## config.mk

```make
export PLATFORM = sky130hd
export DESIGN_NAME = chord_label_mode_smoother
export DESIGN_NICKNAME = d
export VERILOG_FILES = /design/src/rtl/clms_pkg.sv /design/src/rtl/clms_window_line.sv /design/src/rtl/clms_count_cell.sv /design/src/rtl/clms_segmenter.sv /design/src/rtl/chord_label_mode_smoother.sv
export SDC_FILE = /design/constraint.sdc
export NUM_CORES = 2
export LEC_CHECK = 0
export BUFFER_PORTS_ARGS = -buffer_cell sky130_fd_sc_hd__buf_2
export CAP_MARGIN = 0
export CORE_MARGIN = 2
export CORE_UTILIZATION = 45
export DETAILED_ROUTE_END_ITERATION = 8
export PLACE_DENSITY = 0.6
export SETUP_SLACK_MARGIN = 0.3
export SYNTH_ARGS = -nofsm -noshare
export SYNTH_HDL_FRONTEND = slang
export SYNTH_SLANG_ARGS = --single-unit
```

## constraint.sdc

```tcl
create_clock -name clock -period 19 [get_ports clock]
set_input_delay 3.8 -clock clock [delete_from_list [all_inputs] [get_ports clock]]
set_output_delay 3.8 -clock clock [all_outputs]
set_load 0.01 [all_outputs]
```

## src/rtl/clms_pkg.sv

```systemverilog
// ----------------------------------------------------------------------------
// Chord label mode smoother package
// Shared widths, parameter defaults and the token that travels along the
// row of label count cells.
// ----------------------------------------------------------------------------
package clms_pkg;

   localparam int LABEL_W = 5;
   localparam int CFG_W   = 5;

   localparam int DEF_MAX_HALF_WINDOW = 16;
   localparam int DEF_NUM_LABELS      = 24;
   localparam int DEF_FRAME_BITS      = 20;

   localparam logic [CFG_W-1:0] CFG_RESET = 5'd1;

   typedef struct packed {
      logic               valid;
      logic               add_valid;
      logic [LABEL_W-1:0] add_label;
      logic               rem_valid;
      logic [LABEL_W-1:0] rem_label;
      logic               emit;
      logic               close;
   } token_type;

endpackage

```

## src/rtl/clms_window_line.sv

```systemverilog
// ----------------------------------------------------------------------------
// Chord label mode smoother window line
// A row of label cells that shifts by one place per push. Frames enter at a
// place chosen by the track's half window, so the frame that leaves the
// window always drops off the far end of the row.
// ----------------------------------------------------------------------------
module clms_window_line #(
   parameter int  MAX_HALF_WINDOW = clms_pkg::DEF_MAX_HALF_WINDOW,
   localparam int HW_W            = $clog2(MAX_HALF_WINDOW + 1),
   localparam int LW              = clms_pkg::LABEL_W
) (
   input  logic            clock,
   input  logic            reset,
   input  logic            push,
   input  logic            push_valid,
   input  logic [LW-1:0]   push_label,
   input  logic [HW_W-1:0] window,
   output logic            rem_valid,
   output logic [LW-1:0]   rem_label,
   output logic            centre_valid
);

   localparam int DEPTH = 2 * MAX_HALF_WINDOW + 1;

   logic [DEPTH-1:0]         valid_ff, valid_in;
   logic [DEPTH-1:0][LW-1:0] label_ff, label_in;

   always_comb begin
      int entry;
      int centre;
      entry        = 2 * MAX_HALF_WINDOW - 2 * int'(window);
      centre       = 2 * MAX_HALF_WINDOW - int'(window) - 1;
      valid_in     = valid_ff;
      label_in     = label_ff;
      centre_valid = 1'b0;
      if (push) begin
         if (entry == 0) begin
            valid_in[0] = push_valid;
            label_in[0] = push_label;
         end else begin
            valid_in[0] = 1'b0;
         end
      end
      if (centre == 0) begin
         centre_valid = valid_ff[0];
      end
      for (int k = 1; k < DEPTH; k++) begin
         if (push) begin
            if (k == entry) begin
               valid_in[k] = push_valid;
               label_in[k] = push_label;
            end else begin
               valid_in[k] = valid_ff[k-1];
               label_in[k] = label_ff[k-1];
            end
         end
         if (k == centre) begin
            centre_valid = valid_ff[k];
         end
      end
   end

   assign rem_valid = valid_ff[DEPTH-1];
   assign rem_label = label_ff[DEPTH-1];

   always_ff @(posedge clock) begin
      if (reset) begin
         valid_ff <= '0;
      end else begin
         valid_ff <= valid_in;
      end
   end

   always_ff @(posedge clock) begin
      label_ff <= label_in;
   end

endmodule

```

## src/rtl/clms_count_cell.sv

```systemverilog
// ----------------------------------------------------------------------------
// Chord label mode smoother count cell
// Holds the window count of one label. A passing token updates the count
// and carries the running maximum on to the next cell.
// ----------------------------------------------------------------------------
module clms_count_cell #(
   parameter int  LABEL_ID = 0,
   parameter int  CNT_W    = 6,
   localparam int LW       = clms_pkg::LABEL_W
) (
   input  logic                 clock,
   input  logic                 reset,
   input  logic                 advance,
   input  clms_pkg::token_type  tok_in,
   input  logic [LW-1:0]        best_label_in,
   input  logic [CNT_W-1:0]     best_count_in,
   output clms_pkg::token_type  tok_out,
   output logic [LW-1:0]        best_label_out,
   output logic [CNT_W-1:0]     best_count_out
);

   localparam logic [LW-1:0] MY_LABEL = LW'(LABEL_ID);

   logic [CNT_W-1:0]    count_ff, count_in, count_upd;
   logic                hit_add, hit_rem, better;
   clms_pkg::token_type tok_ff;
   logic [LW-1:0]       best_label_ff, best_label_in2;
   logic [CNT_W-1:0]    best_count_ff, best_count_in2;

   always_comb begin
      hit_add   = tok_in.valid && tok_in.add_valid && (tok_in.add_label == MY_LABEL);
      hit_rem   = tok_in.valid && tok_in.rem_valid && (tok_in.rem_label == MY_LABEL);
      count_upd = count_ff + CNT_W'(hit_add) - CNT_W'(hit_rem);
      count_in  = tok_in.valid ? count_upd : count_ff;
      better    = count_upd > best_count_in;
      best_label_in2 = better ? MY_LABEL : best_label_in;
      best_count_in2 = better ? count_upd : best_count_in;
   end

   always_ff @(posedge clock) begin
      if (reset) begin
         count_ff <= '0;
         tok_ff   <= '0;
      end else if (advance) begin
         count_ff <= count_in;
         tok_ff   <= tok_in;
      end
   end

   always_ff @(posedge clock) begin
      if (advance) begin
         best_label_ff <= best_label_in2;
         best_count_ff <= best_count_in2;
      end
   end

   assign tok_out        = tok_ff;
   assign best_label_out = best_label_ff;
   assign best_count_out = best_count_ff;

endmodule

```

## src/rtl/clms_segmenter.sv

```systemverilog
// ----------------------------------------------------------------------------
// Chord label mode smoother segmenter
// Merges the smoothed labels leaving the count cells into runs and holds
// the result register of the output channel.
// ----------------------------------------------------------------------------
module clms_segmenter #(
   parameter int  FRAME_BITS = clms_pkg::DEF_FRAME_BITS,
   localparam int LW         = clms_pkg::LABEL_W
) (
   input  logic                clock,
   input  logic                reset,
   input  logic                advance,
   input  clms_pkg::token_type tok,
   input  logic [LW-1:0]       best_label,
   output logic                rsp_valid,
   output logic [LW-1:0]       seg_label,
   output logic [FRAME_BITS-1:0] seg_start,
   output logic [FRAME_BITS:0] seg_end,
   output logic                last_segment
);

   logic                  run_open_ff, run_open_in;
   logic [LW-1:0]         run_label_ff, run_label_in;
   logic [FRAME_BITS-1:0] run_start_ff, run_start_in;
   logic [FRAME_BITS:0]   smoothed_ff, smoothed_in;
   logic                  out_valid_ff, out_valid_in;
   logic [LW-1:0]         out_label_ff, out_label_in;
   logic [FRAME_BITS-1:0] out_start_ff, out_start_in;
   logic [FRAME_BITS:0]   out_end_ff, out_end_in;
   logic                  out_last_ff, out_last_in;

   always_comb begin
      run_open_in  = run_open_ff;
      run_label_in = run_label_ff;
      run_start_in = run_start_ff;
      smoothed_in  = smoothed_ff;
      out_valid_in = out_valid_ff;
      out_label_in = out_label_ff;
      out_start_in = out_start_ff;
      out_end_in   = out_end_ff;
      out_last_in  = out_last_ff;
      if (advance) begin
         out_valid_in = 1'b0;
         if (tok.valid && tok.close) begin
            if (run_open_ff) begin
               out_valid_in = 1'b1;
               out_label_in = run_label_ff;
               out_start_in = run_start_ff;
               out_end_in   = smoothed_ff;
               out_last_in  = 1'b1;
            end
            run_open_in  = 1'b0;
            run_label_in = '0;
            run_start_in = '0;
            smoothed_in  = '0;
         end else if (tok.valid && tok.emit) begin
            smoothed_in = smoothed_ff + 1'b1;
            if (!run_open_ff) begin
               run_open_in  = 1'b1;
               run_label_in = best_label;
               run_start_in = smoothed_ff[FRAME_BITS-1:0];
            end else if (best_label != run_label_ff) begin
               out_valid_in = 1'b1;
               out_label_in = run_label_ff;
               out_start_in = run_start_ff;
               out_end_in   = smoothed_ff;
               out_last_in  = 1'b0;
               run_label_in = best_label;
               run_start_in = smoothed_ff[FRAME_BITS-1:0];
            end
         end
      end
   end

   always_ff @(posedge clock) begin
      if (reset) begin
         run_open_ff  <= 1'b0;
         run_label_ff <= '0;
         run_start_ff <= '0;
         smoothed_ff  <= '0;
         out_valid_ff <= 1'b0;
      end else begin
         run_open_ff  <= run_open_in;
         run_label_ff <= run_label_in;
         run_start_ff <= run_start_in;
         smoothed_ff  <= smoothed_in;
         out_valid_ff <= out_valid_in;
      end
   end

   always_ff @(posedge clock) begin
      out_label_ff <= out_label_in;
      out_start_ff <= out_start_in;
      out_end_ff   <= out_end_in;
      out_last_ff  <= out_last_in;
   end

   assign rsp_valid    = out_valid_ff;
   assign seg_label    = out_label_ff;
   assign seg_start    = out_start_ff;
   assign seg_end      = out_end_ff;
   assign last_segment = out_last_ff;

endmodule

```

## src/rtl/chord_label_mode_smoother.sv

```systemverilog
// ----------------------------------------------------------------------------
// Chord label mode smoother
// Replaces each frame's chord label by the most frequent label of a centred
// window and merges the smoothed labels into segments.
// Throughput: one frame per cycle while the output is not stalled; a final
// frame then holds the input off while the window line is flushed.
// Output path: the push that ends a segment sends its token through the row
// of label count cells that the maximum search walks, then the result register.
// Reset: synchronous; clears all counts, the track and sets the half window
// to 1. No clearing pass is needed.
// ----------------------------------------------------------------------------
module chord_label_mode_smoother #(
   parameter int  MAX_HALF_WINDOW = clms_pkg::DEF_MAX_HALF_WINDOW,
   parameter int  NUM_LABELS      = clms_pkg::DEF_NUM_LABELS,
   parameter int  FRAME_BITS      = clms_pkg::DEF_FRAME_BITS,
   localparam int LW              = clms_pkg::LABEL_W,
   localparam int REQ_DATA_W      = ((LW + 7) / 8) * 8,
   localparam int RSP_DATA_W      = ((LW + 2 * FRAME_BITS + 1 + 7) / 8) * 8
) (
   input  logic                      clock,
   input  logic                      reset,
   input  logic                      req_tvalid,
   output logic                      req_tready,
   input  logic [REQ_DATA_W-1:0]     req_tdata,   // label
   input  logic                      req_tlast,   // last_frame
   output logic                      rsp_tvalid,
   input  logic                      rsp_tready,
   output logic [RSP_DATA_W-1:0]     rsp_tdata,   // seg_label, seg_start, seg_end
   output logic                      rsp_tlast,   // last_segment
   input  logic                      csr_wr_en,
   input  logic [clms_pkg::CFG_W-1:0] csr_wr_data // half_window
);

   localparam int HW_W  = $clog2(MAX_HALF_WINDOW + 1);
   localparam int CNT_W = $clog2(2 * MAX_HALF_WINDOW + 2);

   typedef enum logic {
      ST_IDLE,
      ST_FLUSH
   } state_type;

   state_type                  state_ff, state_in;
   logic [clms_pkg::CFG_W-1:0] half_window_ff;
   logic [HW_W-1:0]            track_w_ff, track_w_in;
   logic [HW_W:0]              flush_cnt_ff, flush_cnt_in;
   logic [FRAME_BITS:0]        seen_ff, seen_in;

   logic                advance, accept, push, push_real, close;
   logic [HW_W-1:0]     eff_window, w_push;
   logic [LW-1:0]       label_clamped;
   logic                line_rem_valid, line_centre_valid;
   logic [LW-1:0]       line_rem_label;
   clms_pkg::token_type tok_in;

   clms_pkg::token_type tok_chain        [NUM_LABELS+1];
   logic [LW-1:0]       best_label_chain [NUM_LABELS+1];
   logic [CNT_W-1:0]    best_count_chain [NUM_LABELS+1];

   logic                  seg_valid, seg_last;
   logic [LW-1:0]         seg_label;
   logic [FRAME_BITS-1:0] seg_start;
   logic [FRAME_BITS:0]   seg_end;

   always_ff @(posedge clock) begin
      if (reset) begin
         half_window_ff <= clms_pkg::CFG_RESET;
      end else if (csr_wr_en) begin
         half_window_ff <= csr_wr_data;
      end
   end

   always_comb begin
      if (half_window_ff == '0) begin
         eff_window = HW_W'(1);
      end else if (int'(half_window_ff) > MAX_HALF_WINDOW) begin
         eff_window = HW_W'(MAX_HALF_WINDOW);
      end else begin
         eff_window = HW_W'(half_window_ff);
      end
      if (int'(req_tdata[LW-1:0]) >= NUM_LABELS) begin
         label_clamped = LW'(NUM_LABELS - 1);
      end else begin
         label_clamped = req_tdata[LW-1:0];
      end
   end

   assign advance    = !seg_valid || rsp_tready;
   assign req_tready = advance && (state_ff == ST_IDLE);
   assign accept     = req_tvalid && req_tready;
   assign w_push     = (state_ff == ST_IDLE && seen_ff == '0) ? eff_window : track_w_ff;

   always_comb begin
      state_in     = state_ff;
      track_w_in   = track_w_ff;
      flush_cnt_in = flush_cnt_ff;
      seen_in      = seen_ff;
      push         = 1'b0;
      push_real    = 1'b0;
      close        = 1'b0;
      case (state_ff)
         ST_IDLE: begin
            if (accept) begin
               track_w_in = w_push;
               if (!seen_ff[FRAME_BITS]) begin
                  push      = 1'b1;
                  push_real = 1'b1;
                  seen_in   = seen_ff + 1'b1;
               end
               if (req_tlast) begin
                  seen_in      = '0;
                  flush_cnt_in = {w_push, 1'b1};
                  state_in     = ST_FLUSH;
               end
            end
         end
         ST_FLUSH: begin
            if (advance) begin
               push         = 1'b1;
               flush_cnt_in = flush_cnt_ff - 1'b1;
               if (flush_cnt_ff == (HW_W + 1)'(1)) begin
                  close    = 1'b1;
                  state_in = ST_IDLE;
               end
            end
         end
         default: begin
            state_in = ST_IDLE;
         end
      endcase
   end

   always_ff @(posedge clock) begin
      if (reset) begin
         state_ff     <= ST_IDLE;
         track_w_ff   <= HW_W'(1);
         flush_cnt_ff <= '0;
         seen_ff      <= '0;
      end else begin
         state_ff     <= state_in;
         track_w_ff   <= track_w_in;
         flush_cnt_ff <= flush_cnt_in;
         seen_ff      <= seen_in;
      end
   end

   clms_window_line #(
      .MAX_HALF_WINDOW (MAX_HALF_WINDOW)
   ) u_line (
      .clock        (clock),
      .reset        (reset),
      .push         (push),
      .push_valid   (push_real),
      .push_label   (label_clamped),
      .window       (w_push),
      .rem_valid    (line_rem_valid),
      .rem_label    (line_rem_label),
      .centre_valid (line_centre_valid)
   );

   always_comb begin
      tok_in.valid     = push;
      tok_in.add_valid = push_real;
      tok_in.add_label = label_clamped;
      tok_in.rem_valid = push && line_rem_valid;
      tok_in.rem_label = line_rem_label;
      tok_in.emit      = push && line_centre_valid;
      tok_in.close     = close;
   end

   assign tok_chain[0]        = tok_in;
   assign best_label_chain[0] = '0;
   assign best_count_chain[0] = '0;

   for (genvar g = 0; g < NUM_LABELS; g++) begin : g_cell
      clms_count_cell #(
         .LABEL_ID (g),
         .CNT_W    (CNT_W)
      ) u_cell (
         .clock          (clock),
         .reset          (reset),
         .advance        (advance),
         .tok_in         (tok_chain[g]),
         .best_label_in  (best_label_chain[g]),
         .best_count_in  (best_count_chain[g]),
         .tok_out        (tok_chain[g+1]),
         .best_label_out (best_label_chain[g+1]),
         .best_count_out (best_count_chain[g+1])
      );
   end

   clms_segmenter #(
      .FRAME_BITS (FRAME_BITS)
   ) u_seg (
      .clock        (clock),
      .reset        (reset),
      .advance      (advance),
      .tok          (tok_chain[NUM_LABELS]),
      .best_label   (best_label_chain[NUM_LABELS]),
      .rsp_valid    (seg_valid),
      .seg_label    (seg_label),
      .seg_start    (seg_start),
      .seg_end      (seg_end),
      .last_segment (seg_last)
   );

   assign rsp_tvalid = seg_valid;
   assign rsp_tdata  = RSP_DATA_W'({seg_end, seg_start, seg_label});
   assign rsp_tlast  = seg_last;

endmodule
```

### Word-level counts from Yosys, hierarchy flattened

Cells that the tools add are included.

* word-level logic and storage cells: 804
* register bits: 1050
* output and inout port bits: 51
* input port bits: 19

* reductions and logical operators: 144
* equality and inequality tests: 117
* order comparisons: 26
* bitwise operators: 1
* $add $sub $neg: 54
* mux-type cells: 179

Operator list (count)
* $eq A6 B32 Y1 const A: 32
* $eq A5 B32 Y1 const A: 16
* $eq A4 B32 Y1 const A: 8
* $mux W5: 45
* $mux W21: 9
* $mux W20: 9
* $mux W6: 25
* $add A6 B1 Y6: 24
* $sub A6 B1 Y6: 24
* $gt A6 B6 Y1: 23
* $eq A3 B32 Y1 const A: 4
* $logic_and A1 B1 Y1: 103
* $mux W1: 88
* $eq A5 B4 Y1 const B: 16
* $eq A5 B5 Y1 const B: 16
* $eq A2 B32 Y1 const A: 2
* $eq A7 B32 Y1 const A: 2
* $logic_not A32 Y1: 2
* $reduce_and A2 Y1: 27
* $add A21 B1 Y21 const B: 2
* $eq A5 B3 Y1 const B: 8
* $sub A32 B2 Y32 const B: 1
* $logic_not A21 Y1: 1
* $eq A5 B2 Y1 const B: 4
* other kinds (21): 30

### Longest topological paths before layout

* depth in word-level cells: 41
* depth in mapped cells: 20
* mapped depth without buffers: 18

### Modules after synthesis

From an unflattened synthesis, not the netlist that was laid out.

* cell total of the unflattened synthesis: 4692
* area, all modules: 52770.6 um2

Modules (own cells, without submodules)
* clms_window_line: times used 1, area each 8363.0 um2, cells an instance 569, sequential area each 5615.4 um2
* clms_count_cell at g_cell[1].u_cell ...: times used 4, area each 1607.8 um2, cells an instance 150, sequential area each 750.7 um2
* clms_count_cell at g_cell[11].u_cell ...: times used 4, area each 1594.0 um2, cells an instance 148, sequential area each 750.7 um2
* clms_count_cell at g_cell[5].u_cell ...: times used 3, area each 1614.0 um2, cells an instance 147, sequential area each 750.7 um2
* clms_segmenter: times used 1, area each 3656.0 um2, cells an instance 274, sequential area each 2372.3 um2
* clms_count_cell at g_cell[17].u_cell ...: times used 2, area each 1607.8 um2, cells an instance 146, sequential area each 750.7 um2
* clms_count_cell at g_cell[21].u_cell ...: times used 2, area each 1592.8 um2, cells an instance 146, sequential area each 750.7 um2
* chord_label_mode_smoother: times used 1, area each 2338.5 um2, cells an instance 299, sequential area each 760.7 um2
* clms_count_cell at g_cell[3].u_cell: times used 1, area each 1610.3 um2, cells an instance 149, sequential area each 750.7 um2
* clms_count_cell at g_cell[19].u_cell: times used 1, area each 1600.3 um2, cells an instance 151, sequential area each 750.7 um2
* clms_count_cell at g_cell[16].u_cell: times used 1, area each 1599.0 um2, cells an instance 149, sequential area each 750.7 um2
* clms_count_cell at g_cell[10].u_cell: times used 1, area each 1596.5 um2, cells an instance 147, sequential area each 750.7 um2
* clms_count_cell at g_cell[0].u_cell: times used 1, area each 1592.8 um2, cells an instance 147, sequential area each 750.7 um2
* clms_count_cell at g_cell[12].u_cell: times used 1, area each 1592.8 um2, cells an instance 149, sequential area each 750.7 um2
* 3 more rows

### Worst setup path after synthesis

Ideal clock, no wire load.

* kind: in2reg
* start point: input rsp_tready
* end point: register flush_cnt_ff[5]
* setup time: 0.481 ns
* cell stages on the path: 7
* data arrival time: 11.176 ns
* path slack: 7.344 ns
* required time: 18.519 ns
* path buffers: 4
* cells stage by stage: nor2b_1 buf_6 inv_1 clkbuf_1 clkbuf_1 clkbuf_1 a311oi_1

* cells in the longest elaborated chain, start to end: 5
* elaborated cells on any way between the ends: 6
* those cells by class: 2 x eq/ne; 4 x reduce/logical

Ends and longest elaborated chain
* from (decl): RTL line chord_label_mode_smoother.sv:27 `input logic rsp_tready,`
* $logic_or A1 B1 Y1 *: RTL line chord_label_mode_smoother.sv:87 `assign advance = !seg_valid || rsp_tready;`
* net advance: RTL line chord_label_mode_smoother.sv:48 `logic advance, accept, push, push_real, close;`
* $logic_and A1 B1 Y1: RTL line chord_label_mode_smoother.sv:88 `assign req_tready = advance && (state_ff == ST_IDLE);`
* $logic_and A1 B1 Y1: RTL line chord_label_mode_smoother.sv:89 `assign accept = req_tvalid && req_tready;`
* $ne A2 B2 Y1 (no source line)
* $reduce_and A3 Y1 (no source line) *
* to (signal assigned): RTL line chord_label_mode_smoother.sv:141 `flush_cnt_ff <= flush_cnt_in;`
* to (decl): RTL line chord_label_mode_smoother.sv:45 `logic [HW_W:0] flush_cnt_ff, flush_cnt_in;`

Mark *: on every way through the listed nets, which the timed path passes. The rest lies on a longest branch.
A chain may end at the register's enable or synchronous reset.

### Worst setup path in the final report

* start point: input rsp_tready
* end point: output req_tready

* cells in the longest elaborated chain, start to end: 2

Ends and longest elaborated chain
* $logic_or A1 B1 Y1: RTL line chord_label_mode_smoother.sv:87
* $logic_and A1 B1 Y1: RTL line chord_label_mode_smoother.sv:88
* to (decl): RTL line chord_label_mode_smoother.sv:23 `output logic req_tready,`

Every way passes these cells.

==> metrics.md <==
| Metric | Value |
|---|---|
| Vias in the first global route | `32.2k` |
| Ranking of synthesized cells by area | `edfxtp_1 (27%), dfxtp_1 (25%), nand2_1 (8.5%), ha_1 (7.6%), a21oi_1 (7.0%)` |
| Root buffer cell | `clkbuf_16` |
| Fin. max-slew vios | `0` |
| Starting Density | `45.2%` |
| Vias post-DR | `33.2k` |
| Ys flop type | `dfxtp_1` |
| Largest net degree at the start of global routing | `235` |
| WP data required | `15.20 ns` |
| Critical Path Start Type | `input port` |
| Antenna violations before repair | `0` |
| RePlAce Congestion | `0.785` |
| Post-synth EDFFs | `439` |
| Placed Cells | `6304` |
| Setup crit end kind | `output pin` |
| Worst Slack Setup Final | `10.58 ns` |
| TritonCTS clock tree | `done` |
| Non-Filler Instances | `6503` |
| Max VDD drop | `82.4 uV` |
| Clock skew | `0.0269 ns` |
| Chip Width | `331 um` |
| Mean Syn Cell Area | `9.60 um^2` |
| First-pass GRT wire length | `158000 um` |
| Crit path max-delay family | `simple AND/OR/NAND/NOR gates` |
| Fin area | `53400 um^2` |
| WL final | `93000 um` |
| Top-count cell post-synth | `nand2_1` |
| Most used cell, CP | `buf_2` |
| Pre-CTS setup slack | `10.56 ns` |
| Hold Buf Count CTS | `0` |
| Slowest stage delay, CP | `0.38 ns` |
| Starting DRC count in detailed routing | `2009` |
| Placed Area | `49700 um^2` |
| Core area | `107000 um^2` |
| IO Port Bufs | `64` |
| Via density per instance | `5.10` |
| WHS | `0.403 ns` |
| Synth top area share | `27.3%` |
| CP max-delay cell | `nor2b_4` |
| Register clock-pin slew on the reported worst setup and hold paths | `0.06 ns` |
| CTS Sinks | `1050` |
| Total Power | `5.83 mW` |
| Full die area | `110000 um^2` |
| Power per Cell Area | `109 nW/um^2` |
| Number of library cell types mapped by synthesis | `83` |
| Utilization after layout | `50.0%` |
| All-Layer GR Usage | `16.8%` |
| Row Count | `120` |
| Number of buffers created by CTS | `108` |
| Fmax | `119 MHz` |
| CTS Buffer Depth | `3` |
| Fillers | `9925` |
| Worst-Margin Slew | `1.26 ns` |
| Final period utilization | `44.3%` |
| Cell taking the most area after synthesis | `edfxtp_1` |
| # resized after CTS | `0` |
| # Post-CTS Setup Buffers | `0` |
| Crit path time final | `8.42 ns` |
| Setup TNS | `0 ns` |
| Unrepaired setup endpoints after global routing | `no` |
| Synth cell count leaders | `nand2_1 (1098), a21oi_1 (679), dfxtp_1 (611)` |
| Sequential fraction of the synthesis area | `52.7%` |
| Slew headroom | `16.3%` |
| Status | `finished clean` |
| Worst setup path category | `in -> out` |
| Crit path max fanout | `10` |
| Worst-path cell chain | `buf_2 -> nor2b_4 -> nor2_1 -> buf_2` |
| Final hold viol count | `0` |
| Initial DRT Pass Iterations | `5` |
| Max Cap Violations | `0` |
| Yosys reg bits | `1050` |
| Hold Crit Class | `reg -> reg` |
| Layout cells sized above 1 | `7.80%` |
| Drt drc | `0` |
| Skew-Pair Late Insertion Delay | `0.69 ns` |
| H-tree depth | `3` |
| Total grt overflow | `0` |
| Ports | `70` |
| # setup viols final | `0` |
| Avg WL per Cell | `14.3 um` |
| DP Wirelength | `59900 um` |
| CP arrival | `4.62 ns` |
| WP buf/inv | `2` |
| Layout net count | `5347` |
| LEAKAGE | `19.6 nW` |
| Yosys warning count | `0` |
| Cell Area, Synth | `48300 um^2` |
| Routed Antenna Nets | `0` |
| Cells after Synth | `5026` |
| ANT cells | `0` |
| Chip Height | `331 um` |
| Async set-reset flop share out of synthesis | `0%` |
| Area growth syn-to-layout | `10.6%` |
[state kept, by name, summed over array words and instances, names as in the netlist, 5 cells and up]
register / count
u_seg.seg_label: 5
half_window_ff: 5
u_line.label_ff: 160
u_seg.seg_start: 20
track_w_ff: 5
u_seg.run_start_ff: 20
g_cell.u_cell.tok_out: 348
u_line.rem_label: 5
g_cell.u_cell.count_ff: 144
flush_cnt_ff: 6
u_seg.run_label_ff: 5
seen_ff: 21
u_seg.seg_end: 21
g_cell.u_cell.best_label_out: 89
u_seg.smoothed_ff: 21
u_line.valid_ff: 33
g_cell.u_cell.best_count_out: 138
[worst reg2reg max path: cells and delay by family (launching register included)]
kind	cells	cell delay [ns]
flip-flops	1	0.35
multiplexers	1	0.53
adder cells (fa/ha/maj)	1	0.57
XOR/XNOR	1	0.23
AO/OA/AOI/OAI	6	1.79
AND/OR/NAND/NOR	6	1.65
[path summary, 6_finish.rpt]
check	from	end	slack, ns	cells past startpoint
hold reg to reg	u_line.label_ff[140]$_DFFE_PN_	u_line.label_ff[145]$_DFFE_PN_	0.40	0
hold / removal	u_line.label_ff[140]$_DFFE_PN_	u_line.label_ff[145]$_DFFE_PN_	0.40	0
setup reg to reg	seen_ff[13]$_SDFFE_PP0P_	g_cell[0].u_cell.tok_out[1]$_SDFFE_PP0N_	13.81	15
setup / recovery	rsp_tready	req_tready	10.58	4
[layout by cell type (no fill, tap or decap), types with 38 or more instances in the layout]
master	netlist	routed
a211oi_1	44	44
xnor2_1	112	112
nor3_1	42	41
dfxtp_1	611	611
clkbuf_16	0	111
inv_1	359	357
xor2_1	50	50
a21o_1	44	44
o21ai_0	105	105
nor2_1	254	253
nand2b_1	74	74
clkbuf_1	201	38
nor2b_1	58	56
mux2_2	101	101
and2_1	50	50
buf_2	1	63
ha_1	293	293
edfxtp_1	439	439
a21oi_1	679	678
nand2_1	1098	1098
[report_power, final]
part | total (mW) | switching, mW | leakage, nW | internal, mW
Clock | 2.15 | 0.878 | 1.77 | 1.27
Sequential | 2.77 | 0.0867 | 9.68 | 2.68
Combinational | 0.908 | 0.531 | 8.10 | 0.376
Total | 5.83 | 1.50 | 19.6 | 4.33
[per-layer routing]
metal  vias to the layer above  global-route usage, %  wire length, um
li1                      17100                      -                -
met1                     15700                   22.7            44900
met2                       280                   28.4            44000
met3                       126                   2.58             2370
met4                         0                   4.05             1790
met5                         -                      0                0
[layout make-up]
cell class	count	area [um^2]	share of cell area [%]
inverter	359	1360	2.55
clock inverter	27	410	0.769
timing repair buffer	88	548	1.03
clock buffer	172	3220	6.04
tap	1403	1760	3.29
multi-input combinational	3404	20600	38.7
sequential	1050	25400	47.6
[logic make-up after synthesis]
family / synth area share (%)
AO/OA/AOI/OAI: 12.0
XOR/XNOR: 2.94
adder cells (fa/ha/maj): 8.59
buffers and inverters: 4.64
flip-flops: 52.7
multiplexers: 2.71
other: 0.00777
AND/OR/NAND/NOR: 16.4
Note: power is estimated with default switching activity, not from simulation.
